**config.mk**
```make
export PLATFORM = sky130hd
export DESIGN_NAME = lcd_readout_formatter
export DESIGN_NICKNAME = d
export VERILOG_FILES = /design/src/sv/lcdf_pkg.sv /design/src/sv/lcdf_cfg.sv /design/src/sv/lcdf_digit.sv /design/src/sv/lcdf_seq.sv /design/src/sv/lcdf_out_reg.sv /design/src/sv/lcd_readout_formatter.sv
export SDC_FILE = /design/constraint.sdc
export NUM_CORES = 1
export LEC_CHECK = 0
export BUFFER_PORTS_ARGS = -buffer_cell sky130_fd_sc_hd__buf_2
export CAP_MARGIN = 25
export CORE_ASPECT_RATIO = 1.25
export CORE_MARGIN = 4
export CORE_UTILIZATION = 30
export DETAILED_ROUTE_END_ITERATION = 10
export SETUP_SLACK_MARGIN = 0.02
export SYNTH_ARGS = -nofsm -noshare
export SYNTH_HDL_FRONTEND = slang
export SYNTH_SLANG_ARGS = --single-unit
```
**constraint.sdc**
```tcl
create_clock -name clk_i -period 9.25 [get_ports clk_i]
set_clock_uncertainty 0.05 [all_clocks]
set_input_delay 0.4625 -clock clk_i [delete_from_list [all_inputs] [get_ports clk_i]]
set_output_delay 0.4625 -clock clk_i [all_outputs]
set_load 0.05 [all_outputs]
```
**src/sv/lcdf_pkg.sv**
```systemverilog
// ----------------------------------------------------------------------------
// lcdf_pkg
// Shared types and constants for the LCD readout formatter.
// ----------------------------------------------------------------------------
package lcdf_pkg;

  localparam int unsigned ValW   = 16;
  localparam int unsigned AddrW  = 7;
  localparam int unsigned ByteW  = 8;
  localparam int unsigned RunLen = 33;
  localparam int unsigned StepW  = 6;
  localparam int unsigned MultW  = 17;

  localparam logic [StepW-1:0] LastStep = StepW'(RunLen - 1);

  localparam logic [ByteW-1:0] CmdHome    = 8'h02;
  localparam logic [ByteW-1:0] CmdDdram   = 8'h80;
  localparam logic [ByteW-1:0] AsciiZero  = 8'h30;
  localparam logic [ByteW-1:0] AsciiSpace = 8'h20;
  localparam logic [ByteW-1:0] AsciiComma = 8'h2C;
  localparam logic [ByteW-1:0] AsciiV     = 8'h56;
  localparam logic [ByteW-1:0] AsciiA     = 8'h41;

  // Configuration register indexes
  typedef enum logic [1:0] {
    REG_ADDR_SET_V,
    REG_ADDR_MEAS_V,
    REG_ADDR_SET_I,
    REG_ADDR_MEAS_I
  } lcdf_reg_e;

  // Write slot inside one field of the run
  typedef enum logic [2:0] {
    SLOT_ADDR,
    SLOT_TEN_THOU,
    SLOT_THOU,
    SLOT_COMMA,
    SLOT_HUND,
    SLOT_TENS,
    SLOT_ONES,
    SLOT_UNIT
  } lcdf_slot_e;

  // Decimal place being extracted
  typedef enum logic [2:0] {
    PLACE_1E4,
    PLACE_1E3,
    PLACE_1E2,
    PLACE_1E1,
    PLACE_1E0
  } lcdf_place_e;

  typedef struct packed {
    logic [AddrW-1:0] set_v;
    logic [AddrW-1:0] meas_v;
    logic [AddrW-1:0] set_i;
    logic [AddrW-1:0] meas_i;
  } lcdf_cfg_t;

  typedef struct packed {
    logic             reg_select;
    logic [ByteW-1:0] bus_byte;
    logic             last_write;
  } lcdf_wr_t;

  // k times the weight of a decimal place; exact for k up to 13, wraps above that at 1e4
  function automatic logic [MultW-1:0] lcdf_multiple(lcdf_place_e place, logic [3:0] k);
    logic [MultW-1:0] pow;
    case (place)
      PLACE_1E4: pow = 17'd10000;
      PLACE_1E3: pow = 17'd1000;
      PLACE_1E2: pow = 17'd100;
      PLACE_1E1: pow = 17'd10;
      PLACE_1E0: pow = 17'd1;
      default:   pow = 17'd1;
    endcase
    return MultW'(k) * pow;
  endfunction

endpackage

```
**src/sv/lcdf_cfg.sv**
```systemverilog
// ----------------------------------------------------------------------------
// lcdf_cfg
// DDRAM address registers for the four readout fields.
// ----------------------------------------------------------------------------
module lcdf_cfg (
  input  logic                         clk_i,
  input  logic                         rst_ni,
  input  logic                         cfg_we_i,
  input  logic [1:0]                   cfg_index_i,
  input  logic [lcdf_pkg::AddrW-1:0]   cfg_wdata_i,
  output lcdf_pkg::lcdf_cfg_t          cfg_o
);
  import lcdf_pkg::*;

  lcdf_cfg_t cfg_q;

  always_ff @(posedge clk_i or negedge rst_ni) begin
    if (!rst_ni) begin
      cfg_q.set_v  <= 7'd0;
      cfg_q.meas_v <= 7'd64;
      cfg_q.set_i  <= 7'd8;
      cfg_q.meas_i <= 7'd72;
    end else if (cfg_we_i) begin
      case (lcdf_reg_e'(cfg_index_i))
        REG_ADDR_SET_V:  cfg_q.set_v  <= cfg_wdata_i;
        REG_ADDR_MEAS_V: cfg_q.meas_v <= cfg_wdata_i;
        REG_ADDR_SET_I:  cfg_q.set_i  <= cfg_wdata_i;
        REG_ADDR_MEAS_I: cfg_q.meas_i <= cfg_wdata_i;
        default: ;
      endcase
    end
  end

  assign cfg_o = cfg_q;

endmodule

```
**src/sv/lcdf_digit.sv**
```systemverilog
// ----------------------------------------------------------------------------
// lcdf_digit
// One decimal digit step: digit of the remainder at a given place, and the
// remainder left for the lower places.
// ----------------------------------------------------------------------------
module lcdf_digit (
  input  lcdf_pkg::lcdf_place_e        place_i,
  input  logic [lcdf_pkg::ValW-1:0]    rem_i,
  output logic [3:0]                   digit_o,
  output logic [lcdf_pkg::ValW-1:0]    rem_o
);
  import lcdf_pkg::*;

  logic [MultW-1:0] rem_ext;
  logic [MultW-1:0] diff;

  // parallel compare against 1..9 times the place weight
  always_comb begin
    rem_ext = {1'b0, rem_i};
    digit_o = '0;
    for (int k = 1; k <= 9; k++) begin
      if (rem_ext >= lcdf_multiple(place_i, 4'(k))) begin
        digit_o = 4'(k);
      end
    end
    diff  = rem_ext - lcdf_multiple(place_i, digit_o);
    rem_o = diff[ValW-1:0];
  end

endmodule

```
**src/sv/lcdf_seq.sv**
```systemverilog
// ----------------------------------------------------------------------------
// lcdf_seq
// Holds the current request and steps through its 33 bus writes,
// extracting one decimal digit per digit write.
// ----------------------------------------------------------------------------
module lcdf_seq (
  input  logic                         clk_i,
  input  logic                         rst_ni,
  input  lcdf_pkg::lcdf_cfg_t          cfg_i,
  input  logic                         in_valid_i,
  output logic                         in_stall_o,
  input  logic [lcdf_pkg::ValW-1:0]    set_voltage_i,
  input  logic [lcdf_pkg::ValW-1:0]    measured_voltage_i,
  input  logic [lcdf_pkg::ValW-1:0]    set_current_i,
  input  logic [lcdf_pkg::ValW-1:0]    measured_current_i,
  input  logic                         wr_ready_i,
  output logic                         wr_valid_o,
  output lcdf_pkg::lcdf_wr_t           wr_o
);
  import lcdf_pkg::*;

  logic             item_valid_q;
  logic [StepW-1:0] step_q;
  logic [ValW-1:0]  val_q [4];
  logic [ValW-1:0]  rem_q;

  logic [StepW-1:0] step_m1;
  logic [1:0]       field;
  lcdf_slot_e       slot;
  logic             is_home;
  logic             is_last;
  logic             advance;
  logic             accept;
  logic             digit_slot;
  lcdf_place_e      place;
  logic [3:0]       digit;
  logic [ValW-1:0]  rem_next;
  logic [AddrW-1:0] field_addr;
  logic [ByteW-1:0] digit_char;

  always_comb begin
    step_m1 = step_q - 6'd1;
    field   = step_m1[4:3];
    slot    = lcdf_slot_e'(step_m1[2:0]);
    is_home = (step_q == '0);
    is_last = (step_q == LastStep);
  end

  assign advance    = item_valid_q & wr_ready_i;
  assign in_stall_o = item_valid_q & ~(advance & is_last);
  assign accept     = in_valid_i & ~in_stall_o;

  always_comb begin
    digit_slot = ~is_home;
    place      = PLACE_1E0;
    case (slot)
      SLOT_TEN_THOU: place = PLACE_1E4;
      SLOT_THOU:     place = PLACE_1E3;
      SLOT_HUND:     place = PLACE_1E2;
      SLOT_TENS:     place = PLACE_1E1;
      SLOT_ONES:     place = PLACE_1E0;
      default:       digit_slot = 1'b0;
    endcase
  end

  lcdf_digit u_digit (
    .place_i (place),
    .rem_i   (rem_q),
    .digit_o (digit),
    .rem_o   (rem_next)
  );

  always_comb begin
    case (field)
      2'd0:    field_addr = cfg_i.set_v;
      2'd1:    field_addr = cfg_i.meas_v;
      2'd2:    field_addr = cfg_i.set_i;
      default: field_addr = cfg_i.meas_i;
    endcase
  end

  assign digit_char = AsciiZero + ByteW'(digit);

  always_comb begin
    wr_o.reg_select = 1'b1;
    wr_o.last_write = is_last;
    wr_o.bus_byte   = digit_char;
    if (is_home) begin
      wr_o.reg_select = 1'b0;
      wr_o.bus_byte   = CmdHome;
    end else begin
      case (slot)
        SLOT_ADDR: begin
          wr_o.reg_select = 1'b0;
          wr_o.bus_byte   = CmdDdram | ByteW'(field_addr);
        end
        SLOT_TEN_THOU: wr_o.bus_byte = (digit == 4'd0) ? AsciiSpace : digit_char;
        SLOT_COMMA:    wr_o.bus_byte = AsciiComma;
        SLOT_UNIT:     wr_o.bus_byte = field[1] ? AsciiA : AsciiV;
        default:       wr_o.bus_byte = digit_char;
      endcase
    end
  end

  assign wr_valid_o = item_valid_q;

  always_ff @(posedge clk_i or negedge rst_ni) begin
    if (!rst_ni) begin
      item_valid_q <= 1'b0;
      step_q       <= '0;
    end else if (accept) begin
      item_valid_q <= 1'b1;
      step_q       <= '0;
    end else if (advance) begin
      if (is_last) begin
        item_valid_q <= 1'b0;
      end else begin
        step_q <= step_q + 6'd1;
      end
    end
  end

  always_ff @(posedge clk_i) begin
    if (accept) begin
      val_q[0] <= set_voltage_i;
      val_q[1] <= measured_voltage_i;
      val_q[2] <= set_current_i;
      val_q[3] <= measured_current_i;
    end
    // remainder is loaded on the address write, consumed on digit writes
    if (advance && !is_home) begin
      if (slot == SLOT_ADDR) begin
        rem_q <= val_q[field];
      end else if (digit_slot) begin
        rem_q <= rem_next;
      end
    end
  end

`ifndef ASSERT_OFF
  a_step_range: assert property (@(posedge clk_i) disable iff (!rst_ni)
    item_valid_q |-> step_q <= LastStep)
    else $error("step counter past end of run");

  a_rem_bound: assert property (@(posedge clk_i) disable iff (!rst_ni)
    (item_valid_q && digit_slot) |-> ({1'b0, rem_q} < lcdf_multiple(place, 4'd10)))
    else $error("remainder too large for digit place");

  a_digit_dec: assert property (@(posedge clk_i) disable iff (!rst_ni)
    (item_valid_q && digit_slot) |-> digit <= 4'd9)
    else $error("digit out of decimal range");

  a_new_run: assert property (@(posedge clk_i) disable iff (!rst_ni)
    accept |=> (item_valid_q && is_home))
    else $error("new request did not start at return-home");

  a_run_end: assert property (@(posedge clk_i) disable iff (!rst_ni)
    (advance && is_last && !accept) |=> !item_valid_q)
    else $error("request still held after its last write");
`endif

endmodule

```
**src/sv/lcdf_out_reg.sv**
```systemverilog
// ----------------------------------------------------------------------------
// lcdf_out_reg
// Output register for the LCD bus writes.
// ----------------------------------------------------------------------------
module lcdf_out_reg (
  input  logic                 clk_i,
  input  logic                 rst_ni,
  input  logic                 wr_valid_i,
  input  lcdf_pkg::lcdf_wr_t   wr_i,
  output logic                 wr_ready_o,
  output logic                 out_valid_o,
  input  logic                 out_stall_i,
  output lcdf_pkg::lcdf_wr_t   out_o
);
  import lcdf_pkg::*;

  logic     out_valid_q;
  lcdf_wr_t wr_q;

  assign wr_ready_o = ~out_valid_q | ~out_stall_i;

  always_ff @(posedge clk_i or negedge rst_ni) begin
    if (!rst_ni) begin
      out_valid_q <= 1'b0;
    end else if (wr_ready_o) begin
      out_valid_q <= wr_valid_i;
    end
  end

  always_ff @(posedge clk_i) begin
    if (wr_ready_o && wr_valid_i) begin
      wr_q <= wr_i;
    end
  end

  assign out_valid_o = out_valid_q;
  assign out_o       = wr_q;

endmodule

```
**src/sv/lcd_readout_formatter.sv**
```systemverilog
// ----------------------------------------------------------------------------
// lcd_readout_formatter
// Turns four 16-bit readings into one run of character-LCD bus writes.
// ----------------------------------------------------------------------------
// Each request (set voltage, measured voltage, set current, measured current)
// produces 33 LCD writes: return-home, then per reading a set-DDRAM-address
// command (configured address | 0x80), five decimal digits with the leading
// zero blanked and a comma after the second digit, and the unit letter V or A.
// One write leaves per cycle through the output register while out_stall_i
// is low, and the next request is taken on the same edge that loads the
// run's last write into the output register. Digits are produced one per
// write from a running remainder. last_write_o flags the final write. The
// user must write the address registers only while no run is in flight;
// the block itself does not enforce this.
// ----------------------------------------------------------------------------
module lcd_readout_formatter (
  input  logic                         clk_i,
  input  logic                         rst_ni,
  input  logic                         cfg_we_i,
  input  logic [1:0]                   cfg_index_i,
  input  logic [lcdf_pkg::AddrW-1:0]   cfg_wdata_i,
  input  logic                         in_valid_i,
  output logic                         in_stall_o,
  input  logic [lcdf_pkg::ValW-1:0]    set_voltage_i,
  input  logic [lcdf_pkg::ValW-1:0]    measured_voltage_i,
  input  logic [lcdf_pkg::ValW-1:0]    set_current_i,
  input  logic [lcdf_pkg::ValW-1:0]    measured_current_i,
  output logic                         out_valid_o,
  input  logic                         out_stall_i,
  output logic                         reg_select_o,
  output logic [lcdf_pkg::ByteW-1:0]   bus_byte_o,
  output logic                         last_write_o
);
  import lcdf_pkg::*;

  lcdf_cfg_t cfg;
  logic      wr_valid;
  logic      wr_ready;
  lcdf_wr_t  wr;
  lcdf_wr_t  out_wr;

  lcdf_cfg u_cfg (
    .clk_i       (clk_i),
    .rst_ni      (rst_ni),
    .cfg_we_i    (cfg_we_i),
    .cfg_index_i (cfg_index_i),
    .cfg_wdata_i (cfg_wdata_i),
    .cfg_o       (cfg)
  );

  lcdf_seq u_seq (
    .clk_i              (clk_i),
    .rst_ni             (rst_ni),
    .cfg_i              (cfg),
    .in_valid_i         (in_valid_i),
    .in_stall_o         (in_stall_o),
    .set_voltage_i      (set_voltage_i),
    .measured_voltage_i (measured_voltage_i),
    .set_current_i      (set_current_i),
    .measured_current_i (measured_current_i),
    .wr_ready_i         (wr_ready),
    .wr_valid_o         (wr_valid),
    .wr_o               (wr)
  );

  lcdf_out_reg u_out_reg (
    .clk_i       (clk_i),
    .rst_ni      (rst_ni),
    .wr_valid_i  (wr_valid),
    .wr_i        (wr),
    .wr_ready_o  (wr_ready),
    .out_valid_o (out_valid_o),
    .out_stall_i (out_stall_i),
    .out_o       (out_wr)
  );

  assign reg_select_o = out_wr.reg_select;
  assign bus_byte_o   = out_wr.bus_byte;
  assign last_write_o = out_wr.last_write;

endmodule
```
# Word-level counts from Yosys, hierarchy flattened

Memories as Yosys holds them, arrays and structs flattened.
Cells that the tools add are included.

Reductions and logical operators: 20
Add/sub/neg operators: 4
Bitwise gates (word level): 10
Multipliers: 6
Mux-type cells: 27
$lt $le $gt $ge: 9
Eq/ne operators: 17

Operators by type and width:

| kind                                                                   | count |
|---|---|
| 16-bit by 17-bit greater-or-equal comparator with 1-bit output         | 9 |
| 14-bit one-hot mux with 4 select lines                                 | 1 |
| 3-bit by 17-bit multiplier with 17-bit output (first input constant)   | 2 |
| 16-bit 2-to-1 mux                                                      | 2 |
| 4-bit 2-to-1 mux                                                       | 8 |
| 8-bit one-hot mux with 4 select lines                                  | 1 |
| 7-bit one-hot mux with 3 select lines                                  | 1 |
| 6-bit 2-to-1 mux                                                       | 3 |
| 2-bit by 17-bit multiplier with 16-bit output (first input constant)   | 1 |
| 2-bit by 17-bit multiplier with 17-bit output (first input constant)   | 1 |
| 4-bit by 17-bit multiplier with 17-bit output (first input constant)   | 1 |
| 4-bit by 14-bit multiplier with 16-bit output                          | 1 |
| 16-bit subtractor                                                      | 1 |
| 2-bit AND reduction                                                    | 7 |
| 3-bit by 2-bit equality test with 1-bit output (second input constant) | 4 |
| 3-bit equality test (second input constant)                            | 4 |
| 3-bit one-hot mux with 4 select lines                                  | 1 |
| 1-bit 2-to-1 mux                                                       | 8 |
| 8-bit 2-to-1 mux                                                       | 1 |
| 6-bit by 4-bit adder with 7-bit output (first input constant)          | 1 |
| 6-bit by 1-bit adder with 6-bit output (second input constant)         | 1 |
| 2-bit equality test (second input constant)                            | 3 |
| 3-bit by 1-bit equality test with 1-bit output (second input constant) | 2 |
| 6-bit equality test (second input constant)                            | 1 |
| 15 further kinds                                                       | 28 |

Bits in writable memories: 64
Output and inout bits: 12
Bits in registers: 62
Memories kept: 1
Word-level logic and storage cells: 105
Input port bits: 78

Memory list:

| name        | words | bits a word | rd ports | clocked after memory_dff | wr ports | line           | RTL |
|---|---|---|---|---|---|---|---|
| u_seq.val_q | 4     | 16          | 1        | 0                        | 4        | lcdf_seq.sv:24 | `logic [ValW-1:0] val_q [4];` |

# Depth between registers and ports, before layout

Gate-level depths: netlist of the first run.

Depth after elaboration: 19
Depth in mapped cells: 41
Depth with buffers taken out: 40

# Hierarchy

Synthesis of the first run repeated with hierarchy kept, for this count alone.

Cell total of the unflattened synthesis: 1,077
Area, all modules: 10,974.3 um^2

Modules (own cells, without submodules):

| module       | sequential area each (um^2) | area an instance (um^2) | instances | cells an instance |
|---|---|---|---|---|
| lcdf_digit   | 0.0                         | 5,436.5                 | 1         | 697 |
| lcdf_seq     | 2,577.5                     | 4,117.7                 | 1         | 306 |
| lcdf_cfg     | 705.7                       | 1,072.3                 | 1         | 60 |
| lcdf_out_reg | 325.3                       | 347.8                   | 1         | 14 |

# Least setup slack after synthesis of the first run

No wires, ideal clock.

Path type: reg2reg
From: reg u_seq.step_q[0]
To: reg u_seq.rem_q[14], data pin
Clock period less this slack: 8,992 ps
Path buffers: 2
Stages on the path, launching flop included: 39
Arrival: 8,678 ps
Required time: 8,935 ps
Path slack: 258 ps
Setup time: 265 ps
Path through: dfrtp_1 > inv_1 > ha_1 > xnor2_2 > clkbuf_1 > and2_1 > buf_2 > nor2_1 > inv_1 > ha_1 > or2_2 > ha_1 > a31oi_1 > o21ai_0 > a21oi_1 > xnor2_1 > ha_1 > nand4_1 > (+3 left out) > and2b_1 > and2_1 > nand2b_1 > or2_2 > fa_1 > fa_1 > inv_1 > fa_1 > inv_1 > ha_1 > inv_1 > o21bai_1 > a2111oi_4 > o31ai_1 > or4_1 > a31oi_1 > xor2_1 > o21ai_1

Cells in the longest elaborated chain, start to end: 19
Elaborated cells on any way between the ends: 40
Classes of those cells: add/sub: 2; mul: 6; order compare: 9; eq/ne: 7; mux: 13; reduce/logical: 2; memory: 1

RTL lines:

| element                                                                                | line            | RTL |
|---|---|---|
| from (decl)                                                                            | lcdf_seq.sv:23  | `logic [StepW-1:0] step_q;` |
| from (signal assigned)                                                                 | lcdf_seq.sv:118 | `step_q <= step_q + 6'd1;` |
| 5-bit by 1-bit subtractor with 5-bit output *                                          | lcdf_seq.sv:42  | `step_m1 = step_q - 6'd1;` |
| branches (longest 17 deep; another with 2-bit by 17-bit multiplier with 17-bit output) | -               |  |
| 16-bit 2-to-1 mux *                                                                    | lcdf_seq.sv:132 | `if (slot == SLOT_ADDR) begin` |
| to (signal assigned)                                                                   | lcdf_seq.sv:133 | `rem_q <= val_q[field];` |
| to (signal assigned)                                                                   | lcdf_seq.sv:135 | `rem_q <= rem_next;` |
| to (decl)                                                                              | lcdf_seq.sv:25  | `logic [ValW-1:0] rem_q;` |

Mark *: on every way between the ends. The select of a mux whose other input is x is not followed.
A chain may end at the register's enable or synchronous reset.

# Worst setup path after layout of the first run

From: reg u_seq.step_q[0]
To: reg u_seq.rem_q[15], data pin

Same word-level chain as after synthesis.

==> results of run 1 <==
==> cell type report <==
cell class,instances,share of cell area
multi-input combinational,704,0.516
inverter,106,0.0330
timing repair buffer,117,0.0544
sequential,126,0.300
clock buffer,17,0.0353
clock inverter,15,0.0176
tap,423,0.0440
==> through the flow <==
step	cells	setup WS [ns]	area [µm²]	hold WS, ns	util
6_report	1508	0.546	12000	0.0752	0.358
5_1_grt	1508	0.00749	12000	0.135	0.358
4_1_cts	1508	0.176	12000	0.0953	0.357
3_5_place_dp	1476	0.249	11400	0.421	0.338
3_3_place_gp	1476	0.417	11400	0.411	0.338
2_1_floorplan	953	0.258	10200	0.117	-
==> synthesized netlist by cell type (all sizes together), types with 4 or more instances <==
cell,n
and3,6
dfstp,4
a31oi,10
ha,142
edfxtp,90
a221oi,4
a2111oi,6
nand2,45
nand4,11
o21ai,36
fa,35
o211ai,8
nand3,21
inv,106
dfrtp,32
nor2,77
nand2b,17
buf,9
a221o,4
nand3b,4
a21oi,67
o21bai,4
o21a,6
nor2b,10
a211oi,9
xor2,9
nor3,8
a21o,17
mux2,30
nor4,5
mux4,21
a22oi,4
or2,7
clkbuf,8
and2,17
xnor2,21
==> cells by family (layout without fill, tap and decap cells) <==
group	Yosys count	in the layout	share of synthesized area
simple gates	238	238	0.116
compound gates	198	198	0.128
fa+ha+maj	177	177	0.243
flops	126	126	0.353
buf+inv	123	255	0.0474
mux	54	54	0.0824
xor+xnor	31	31	0.0294
other cells	2	6	0.000736
==> final timing paths <==
path,start,to,slack (ns),cells past startpoint
setup / recovery,u_seq.step_q[0],u_seq.rem_q[15],0.55,36
hold / removal,rst_ni,u_out_reg.out_valid_o,0.08,1
setup reg to reg,u_seq.step_q[0],u_seq.rem_q[15],0.55,36
hold reg to reg,u_seq.wr_valid_o,u_out_reg.out_valid_o,0.43,1
max in group asynchronous,rst_ni,u_seq.step_q[0],8.53,1
min in group clk_i,set_current_i[4],u_seq.val_q[2][4],0.16,1
==> sequential cells by signal, indices dropped and copies added (netlist names) <==
name / cells
u_seq.wr_valid_o: 1
u_out_reg.out_o: 10
u_out_reg.out_valid_o: 1
u_seq.rem_q: 16
u_seq.val_q: 64
u_cfg.cfg_o: 28
u_seq.step_q: 6
==> cell usage in the layout, fill, tap and decap left out, types with 9 or more instances in the layout <==
cell type / n
clkbuf_16: 17
nor2_1: 73
fa_1: 35
ha_1: 141
nand2b_1: 17
nand3_1: 21
dfrtp_1: 30
buf_2: 89
mux2_2: 30
a21o_1: 17
nor2b_1: 9
a31oi_1: 10
and2_1: 16
nand4_1: 11
a21oi_1: 65
o21ai_0: 29
nand2_1: 44
buf_4: 28
inv_1: 100
mux4_2: 21
xnor2_1: 19
edfxtp_1: 90
==> worst max-delay path, delay by kind of cell, from the launching register on <==
kind	cells	cell delay, ns
adders and majority gates	8	3.18
AOI/OAI and AO/OA	11	2.07
and+or+nand+nor	7	1.22
xor gates and xnor gates	3	0.81
buffers and inverters	7	0.75
DFF	1	0.43
==> layer usage <==
metal,global-route usage,vias up
met5,0,-
met4,0.0684,0
met3,0.0173,58
met2,0.264,203
met1,0.172,3750
li1,-,3704
==> repair_timing <==
item | in CTS | in global routing
hold buffers | 0 | 0
gates resized for setup | 0 | 16
setup endpoints to repair | 0 | 6
==> flow_summary.toml, run 1 <==
[logic_synthesis]
synth_seq_cells = 126
syn_inst = 949
ys.warnings.count = 0
synthTopCellsByArea = "edfxtp_1 (26%), ha_1 (17%), dfrtp_1 (7.8%)"
synth.avg_cell_area_um2 = 10.8
ys_types = 74
yosysTopAreaCellShare = 0.265
synth_area_mm2 = 0.0102
synth_area_leader_cell = "edfxtp_1"
synth-async-reset-ratio = 0.286
synth.yosys.seq_area_share = 0.353
synth_edf_count = 90
synth_flop_cell = "edfxtp_1"

[global_route]
first_global_vias = 8060
grt_usage = 0.146
grt_pass1_wl_um = 43100
antenna_found_initial = 0
grt_start_max_net_pins = 71
globalRoute.totalOverflow = 0

[route]
num_vias = 7715
ant_nets = 0
viasPerCell = 5.12
m1WireLength_um = 11000
routed-wl-met3_um = 901
route.met2.wl_um = 13800
drc = 0
firstDrtPassIters = 5
wire_per_inst_um = 17.8
drtIter0Drc = 402
totalWireLength_um = 26800
routed.top_layer = "met4"

[flow_run]
cap_violations = 0

[timing]
worstMarginPinSlew_ns = 0.971
rsz0062_at_grt = "no"
slew_viol_final = 0
slew-limit-headroom = 0.351
finalCriticalPeriod_ns = 8.70
hold_violations = 0
fmax_mhz = 115
finalSetupViolCount = 0
finalCritPeriodShare = 0.941
setup_tns_ns = 0

[clock_tree]
clk_latency_ns = 0.42
numCtsBuffers = 17
post-cts-setup-buffers = 0
ctsHtreeMaxLevel = 4
cts_root_buffer = "clkbuf_16"
path_clk_slew_ns = 0.06
clockBufferDepth = 2
cts_tree = "built"
cts_num_sinks = 126

[finish]
register_area_mm2 = 0.00361
multiInputGateArea_mm2 = 0.00621
post_route_cells_drive_above_1_share = 0.221
nNetsFinal = 1327
nFillCells = 3393
diodes = 0
syn_to_final_growth_pct = 17.9

[worst_setup_path]
critical_path_class = "register to register"
path_max_fanout = 13
cp-end-kind = "register"
worst_path_largest_cell_delay_ns = 0.55
start_kind = "register"
cp_slowest_cell = "fa_1"
critPathArrivalTime_ns = 8.91
cp.required_ns = 9.45

[hold_path]
hold_class = "input pin to async pin"

[floorplan]
pin_count = 90
core_area_mm2 = 0.0336
initial_core_util = 0.304
core.rowCount = 75
die_w_um = 173
die_h_um = 214
dieArea_mm2 = 0.0371

[placed_design]
hpwl_um = 20900
place_congestion = 0.918
port_buffers = 89

[run_status]
status = "finished, final reports clean"
Power of run 1 is not shown: default switching activity piles up to over one toggle a cycle in this logic, so the estimate is an artifact.
==> run 2, diff against run 1 <==
--- a/config.mk
+++ b/config.mk
@@ -5,6 +5,7 @@
 export SDC_FILE = /design/constraint.sdc
 export NUM_CORES = 1
 export LEC_CHECK = 0
+export ABC_AREA = 1
 export BUFFER_PORTS_ARGS = -buffer_cell sky130_fd_sc_hd__buf_2
 export CAP_MARGIN = 25
 export CORE_ASPECT_RATIO = 1.25
==> run 2 against run 1 <==
  * Highest routed layer unchanged
  * Sequential share of layout area is 0.25 points lower
  * Non-clock buffer count is 22 lower
  * Area after synthesis is 3.0% higher
  * Largest cell class unchanged
  * Flip-flop and latch count stayed put
  * Worst setup slack better by 0.17 ns
  * Global-route usage is 0.71 points higher
  * Critical path depth is 6 higher
  * Via count is 15% higher
==> flow_summary.toml, run 2 <==
[logic_synthesis]
synth-xor-area-share = 0.0200
synth_flop_cell = "edfxtp_1"
synth.yosys.seq_area_share = 0.343
synth_commonest_cells = "nand2_1 (303), inv_1 (185), ha_1 (141)"
yosysMostFrequentCell = "nand2_1"
ys_types = 52
synth_compound_area_frac = 0.106
muxShareOfSynthArea = 0
yosys.area_share.simple = 0.217
synth_seq_cells = 126
synthAdderAreaFrac = 0.234
syn_inst = 1247
synth_edf_count = 90
ys.warnings.count = 0
synth-async-reset-ratio = 0.286
synth.avg_cell_area_um2 = 8.43
yosysTopAreaCellShare = 0.257
synthTopCellsByArea = "edfxtp_1 (26%), ha_1 (17%), nand2_1 (11%)"
synth_area_leader_cell = "edfxtp_1"
synth_area_mm2 = 0.0105
synth_top_family_by_area = "adder cells"

[timing]
finalCritPeriodShare = 0.923
slew_viol_final = 0
slew-limit-headroom = 0.419
finalSetupViolCount = 0
finalCriticalPeriod_ns = 8.54
hold_violations = 0
fmax_mhz = 117
rsz0062_at_grt = "no"
worstMarginPinSlew_ns = 0.868
setup_tns_ns = 0

[worst_setup_path]
critical_path_class = "register to register"
start_kind = "register"
worst_path_largest_cell_delay_ns = 0.55
reg2reg_depth = 42
cp-end-kind = "register"
reg2reg_to = "u_seq.rem_q[15]"
path_common_cell = "nand2_1"
worst-r2r-setup-slack_ns = 0.71
cp_num_buf_inv = 6
regToRegStartpoint = "u_seq.step_q[0]"
path_max_fanout = 8
cp.required_ns = 9.38
cp_slowest_cell = "fa_1"
cpLargestDelayFamily = "adder cells"
critical_path.endpoint = "u_seq.rem_q[15]"
critPathLaunch = "u_seq.step_q[0]"
path_depth = 42
critPathArrivalTime_ns = 8.66

[clock_tree]
cts_root_buffer = "clkbuf_16"
cts_tree = "built"
cts_resized = 0
ctsHtreeMaxLevel = 4
path_clk_slew_ns = 0.06
cts_num_sinks = 126
hold_buffers = 0
clockBufferDepth = 2
numCtsBuffers = 17
post-cts-setup-buffers = 0
clk_latency_ns = 0.43

[floorplan]
dieArea_mm2 = 0.0381
initial_core_util = 0.305
die_h_um = 217
core_area_mm2 = 0.0345
core.rowCount = 76
pin_count = 90
die_w_um = 175

[finish]
utilization = 0.351
diodes = 0
post_route_cells_drive_above_1_share = 0.122
nFillCells = 3548
largest_reg_flops = 64
layout_commonest_cell = "nand2_1"
regMostFlops = "u_seq.val_q"
syn_to_final_growth_pct = 15.4
nNetsFinal = 1600
final_cell_mix = "nand2_1 (303), inv_1 (185), ha_1 (141)"

[route]
num_vias = 8868
ant_nets = 0
firstDrtPassIters = 6
viasPerCell = 4.86
wire_per_inst_um = 15.7
drtIter0Drc = 624
drc = 0
totalWireLength_um = 28700

[global_route]
grt_start_max_net_pins = 69
first_global_vias = 8889
grt_usage = 0.153
antenna_found_initial = 0
globalRoute.totalOverflow = 0
grt_pass1_wl_um = 46100

[placed_design]
place_congestion = 0.944
hpwl_um = 22700
port_buffers = 89

[hold_path]
hold_class = "input pin to async pin"

[flow_run]
cap_violations = 0

[run_status]
status = "finished, final reports clean"
==> run 2: changes by cell type in the layout (fill, tap and decap cells not counted), moves of 21 or more <==
| cell | change |
|---|---|
| buf_4 | -23 |
| inv_1 | +85 |
| mux2_2 | -30 |
| mux4_2 | -21 |
| nand2_1 | +259 |
| nand3_1 | +27 |
| nand4_1 | +25 |
| o21ai_0 | +42 |
==> run 2: worst reg2reg max path, delay by kind of cell (launching register included) <==
kind,cells,cell delay [ns]
fa+ha+maj,8,3.08
compound gates,10,1.79
simple gates,17,2.11
flops,1,0.42
buf+inv,6,0.65
xor+xnor,1,0.18
==> run 2: cell type report <==
cell class / instances / area (µm²) / share of cell area
clock buffer: 17 / 425 / 0.0351
clock inverter: 14 / 194 / 0.0160
inverter: 191 / 724 / 0.0597
multi-input combinational: 915 / 6100 / 0.503
sequential: 126 / 3610 / 0.297
tap: 468 / 586 / 0.0483
timing repair buffer: 95 / 498 / 0.0410
==> run 2: how the worst min path moves through the flow <==
stage / to / start / slack, ns
global placement: u_out_reg.out_valid_o / u_seq.wr_valid_o / 0.41
CTS: u_out_reg.out_valid_o / rst_ni / 0.1
global route: u_seq.wr_valid_o / rst_ni / 0.14
floorplan: u_cfg.cfg_o[0] / rst_ni / 0.12
detailed placement: u_cfg.cfg_o[16] / u_cfg.cfg_o[16] / 0.42
finish: u_out_reg.out_valid_o / rst_ni / 0.07
==> run 2: metal layers <==
metal | vias to the layer above | global-route usage | share of wire
met5 | - | 0 | 0
li1 | 4378 | - | -
met4 | 0 | 0.0699 | 0.041
met1 | 4191 | 0.180 | 0.41
met2 | 232 | 0.277 | 0.51
met3 | 67 | 0.0181 | 0.040
==> run 2: through the flow <==
stage,cells,instance area [µm²],setup WS (ns),hold WS (ns)
after floorplan,1250,10500,1.80,0.117
after global placement,1794,11500,0.908,0.410
after detailed placement,1795,11500,0.801,0.419
after CTS,1826,12100,0.743,0.0990
after global routing,1826,12100,0.0997,0.138
final,1826,12100,0.714,0.0672
==> run 2: kinds of logic (layout without fill, tap and decap cells) <==
group / Yosys count / in the layout
adder cells (fa/ha/maj): 176 / 176
buffers and inverters: 209 / 317
XOR/XNOR: 24 / 24
other: 2 / 5
AO/OA/AOI/OAI: 194 / 194
flip-flops: 126 / 126
AND/OR/NAND/NOR: 516 / 516
Power of run 2 is left out for the same reason.
==> run 3, diff against run 2 <==
--- a/config.mk
+++ b/config.mk
@@ -12,6 +12,7 @@
 export CORE_MARGIN = 4
 export CORE_UTILIZATION = 30
 export DETAILED_ROUTE_END_ITERATION = 10
+export PLACE_DENSITY = 0.53
 export SETUP_SLACK_MARGIN = 0.02
 export SYNTH_ARGS = -nofsm -noshare
 export SYNTH_HDL_FRONTEND = slang
==> run 3 against run 2 <==
  * Critical path depth unchanged
  * Cell area shrank 0.36%
  * Worst setup slack worse by 0.15 ns
  * Flip-flop and latch count is the same
  * Cell count about the same
  * Die area is the same
  * Highest routed layer unchanged
  * Core utilization decreased by 0.13 points
  * Non-clock buffer count stayed put
==> flow_summary.toml, run 3 (same netlist as run 2, synthesis figures left out) <==
[run_status]
status = "finished, final reports clean"

[worst_setup_path]
cp-end-kind = "register"
path_max_fanout = 8
worst_path_largest_cell_delay_ns = 0.55
cp_slowest_cell = "fa_1"
critPathArrivalTime_ns = 8.82
cp.required_ns = 9.38
critical_path_class = "register to register"
cp_num_buf_inv = 7
start_kind = "register"
path_common_cell = "nand2_1"
cpLargestDelayFamily = "adder cells"

[hold_path]
hold_class = "input pin to async pin"

[clock_tree]
cts_root_buffer = "clkbuf_16"
hold_buffers = 0
clockBufferDepth = 2
path_clk_slew_ns = 0.06
clk_latency_ns = 0.43
ctsHtreeMaxLevel = 4
cts_num_sinks = 126
cts_tree = "built"
numCtsBuffers = 17

[global_route]
globalRoute.totalOverflow = 0
grt_start_max_net_pins = 69
antenna_found_initial = 0
grt_usage = 0.159
grt_pass1_wl_um = 47500
first_global_vias = 8964

[route]
ant_nets = 0
drtIter0Drc = 564
num_vias = 8716
wire_per_inst_um = 16.2
firstDrtPassIters = 5
viasPerCell = 4.77
totalWireLength_um = 29600
drc = 0

[floorplan]
core_area_mm2 = 0.0345
die_w_um = 175
initial_core_util = 0.305
pin_count = 90
die_h_um = 217
core.rowCount = 76
dieArea_mm2 = 0.0381

[timing]
slew_viol_final = 0
setup_tns_ns = 0
finalSetupViolCount = 0
worstMarginPinSlew_ns = 0.865
hold_violations = 0
slew-limit-headroom = 0.423
finalWorstSetupSlack_ns = 0.562
fmax_mhz = 115
rsz0062_at_grt = "no"
finalCritPeriodShare = 0.939
finalCriticalPeriod_ns = 8.69

[finish]
final_cell_mix = "nand2_1 (302), inv_1 (185), ha_1 (141)"
syn_to_final_growth_pct = 15.0
largest_reg_flops = 64
regMostFlops = "u_seq.val_q"
nNetsFinal = 1600
diodes = 0
layout_commonest_cell = "nand2_1"
design_area_mm2 = 0.0121
post_route_cells_drive_above_1_share = 0.123
nFillCells = 3582

[placed_design]
place_ws_ns = 0.447
port_buffers = 89
place_area_mm2 = 0.0115
place_congestion = 0.938
hpwl_um = 23300

[flow_run]
cap_violations = 0
## run 3: cell count changes in the layout (fill, tap and decap cells not counted), sizes merged
cell      before  now
bufinv         4    2
inv          191  190
clkinv         6   12
clkinvlp       4    0
clkbuf        17   19
## run 3: layout make-up
type / instances / area (µm²) / area share
well taps: 468 / 586 / 0.0484
repair buffers: 95 / 498 / 0.0412
clock inverters: 13 / 124 / 0.0102
multi-input cells: 915 / 6120 / 0.506
inverters: 191 / 724 / 0.0599
flip-flops and latches: 126 / 3610 / 0.298
clock buffers: 19 / 433 / 0.0358
## run 3: worst paths after layout
kind / start / endpoint / slack (ns) / depth (start not counted)
min in group clk_i: measured_voltage_i[8] / u_seq.val_q[1][8] / 0.15 / 1
setup / recovery: u_seq.step_q[0] / u_seq.rem_q[15] / 0.56 / 42
hold reg to reg: u_seq.wr_valid_o / u_out_reg.out_valid_o / 0.42 / 2
setup reg to reg: u_seq.step_q[0] / u_seq.rem_q[15] / 0.56 / 42
max in group asynchronous: rst_ni / u_cfg.cfg_o[13] / 8.55 / 1
hold / removal: rst_ni / u_seq.step_q[5] / 0.07 / 1
## run 3: stage by stage
| stage | cells | utilization | hold WS, ns |
|---|---|---|---|
| finish | 1827 | 0.350 | 0.0726 |
| global route | 1827 | 0.350 | 0.121 |
| CTS | 1827 | 0.350 | 0.0836 |
| detailed placement | 1795 | 0.334 | 0.416 |
| global placement | 1794 | 0.333 | 0.405 |
| floorplan | 1250 | - | 0.117 |
## run 3: per-layer routing
metal	routed length (µm)	track usage	vias to the layer above
li1	-	-	4384
met1	12300	0.191	4045
met2	15000	0.284	229
met3	1210	0.0238	58
met4	1050	0.0671	0
met5	0	0	-
## run 3: what timing repair did
action,CTS,global route
gates resized for setup,0,4
setup endpoints to repair,0,5
setup buffers,0,0
Power of run 3 is left out for the same reason.
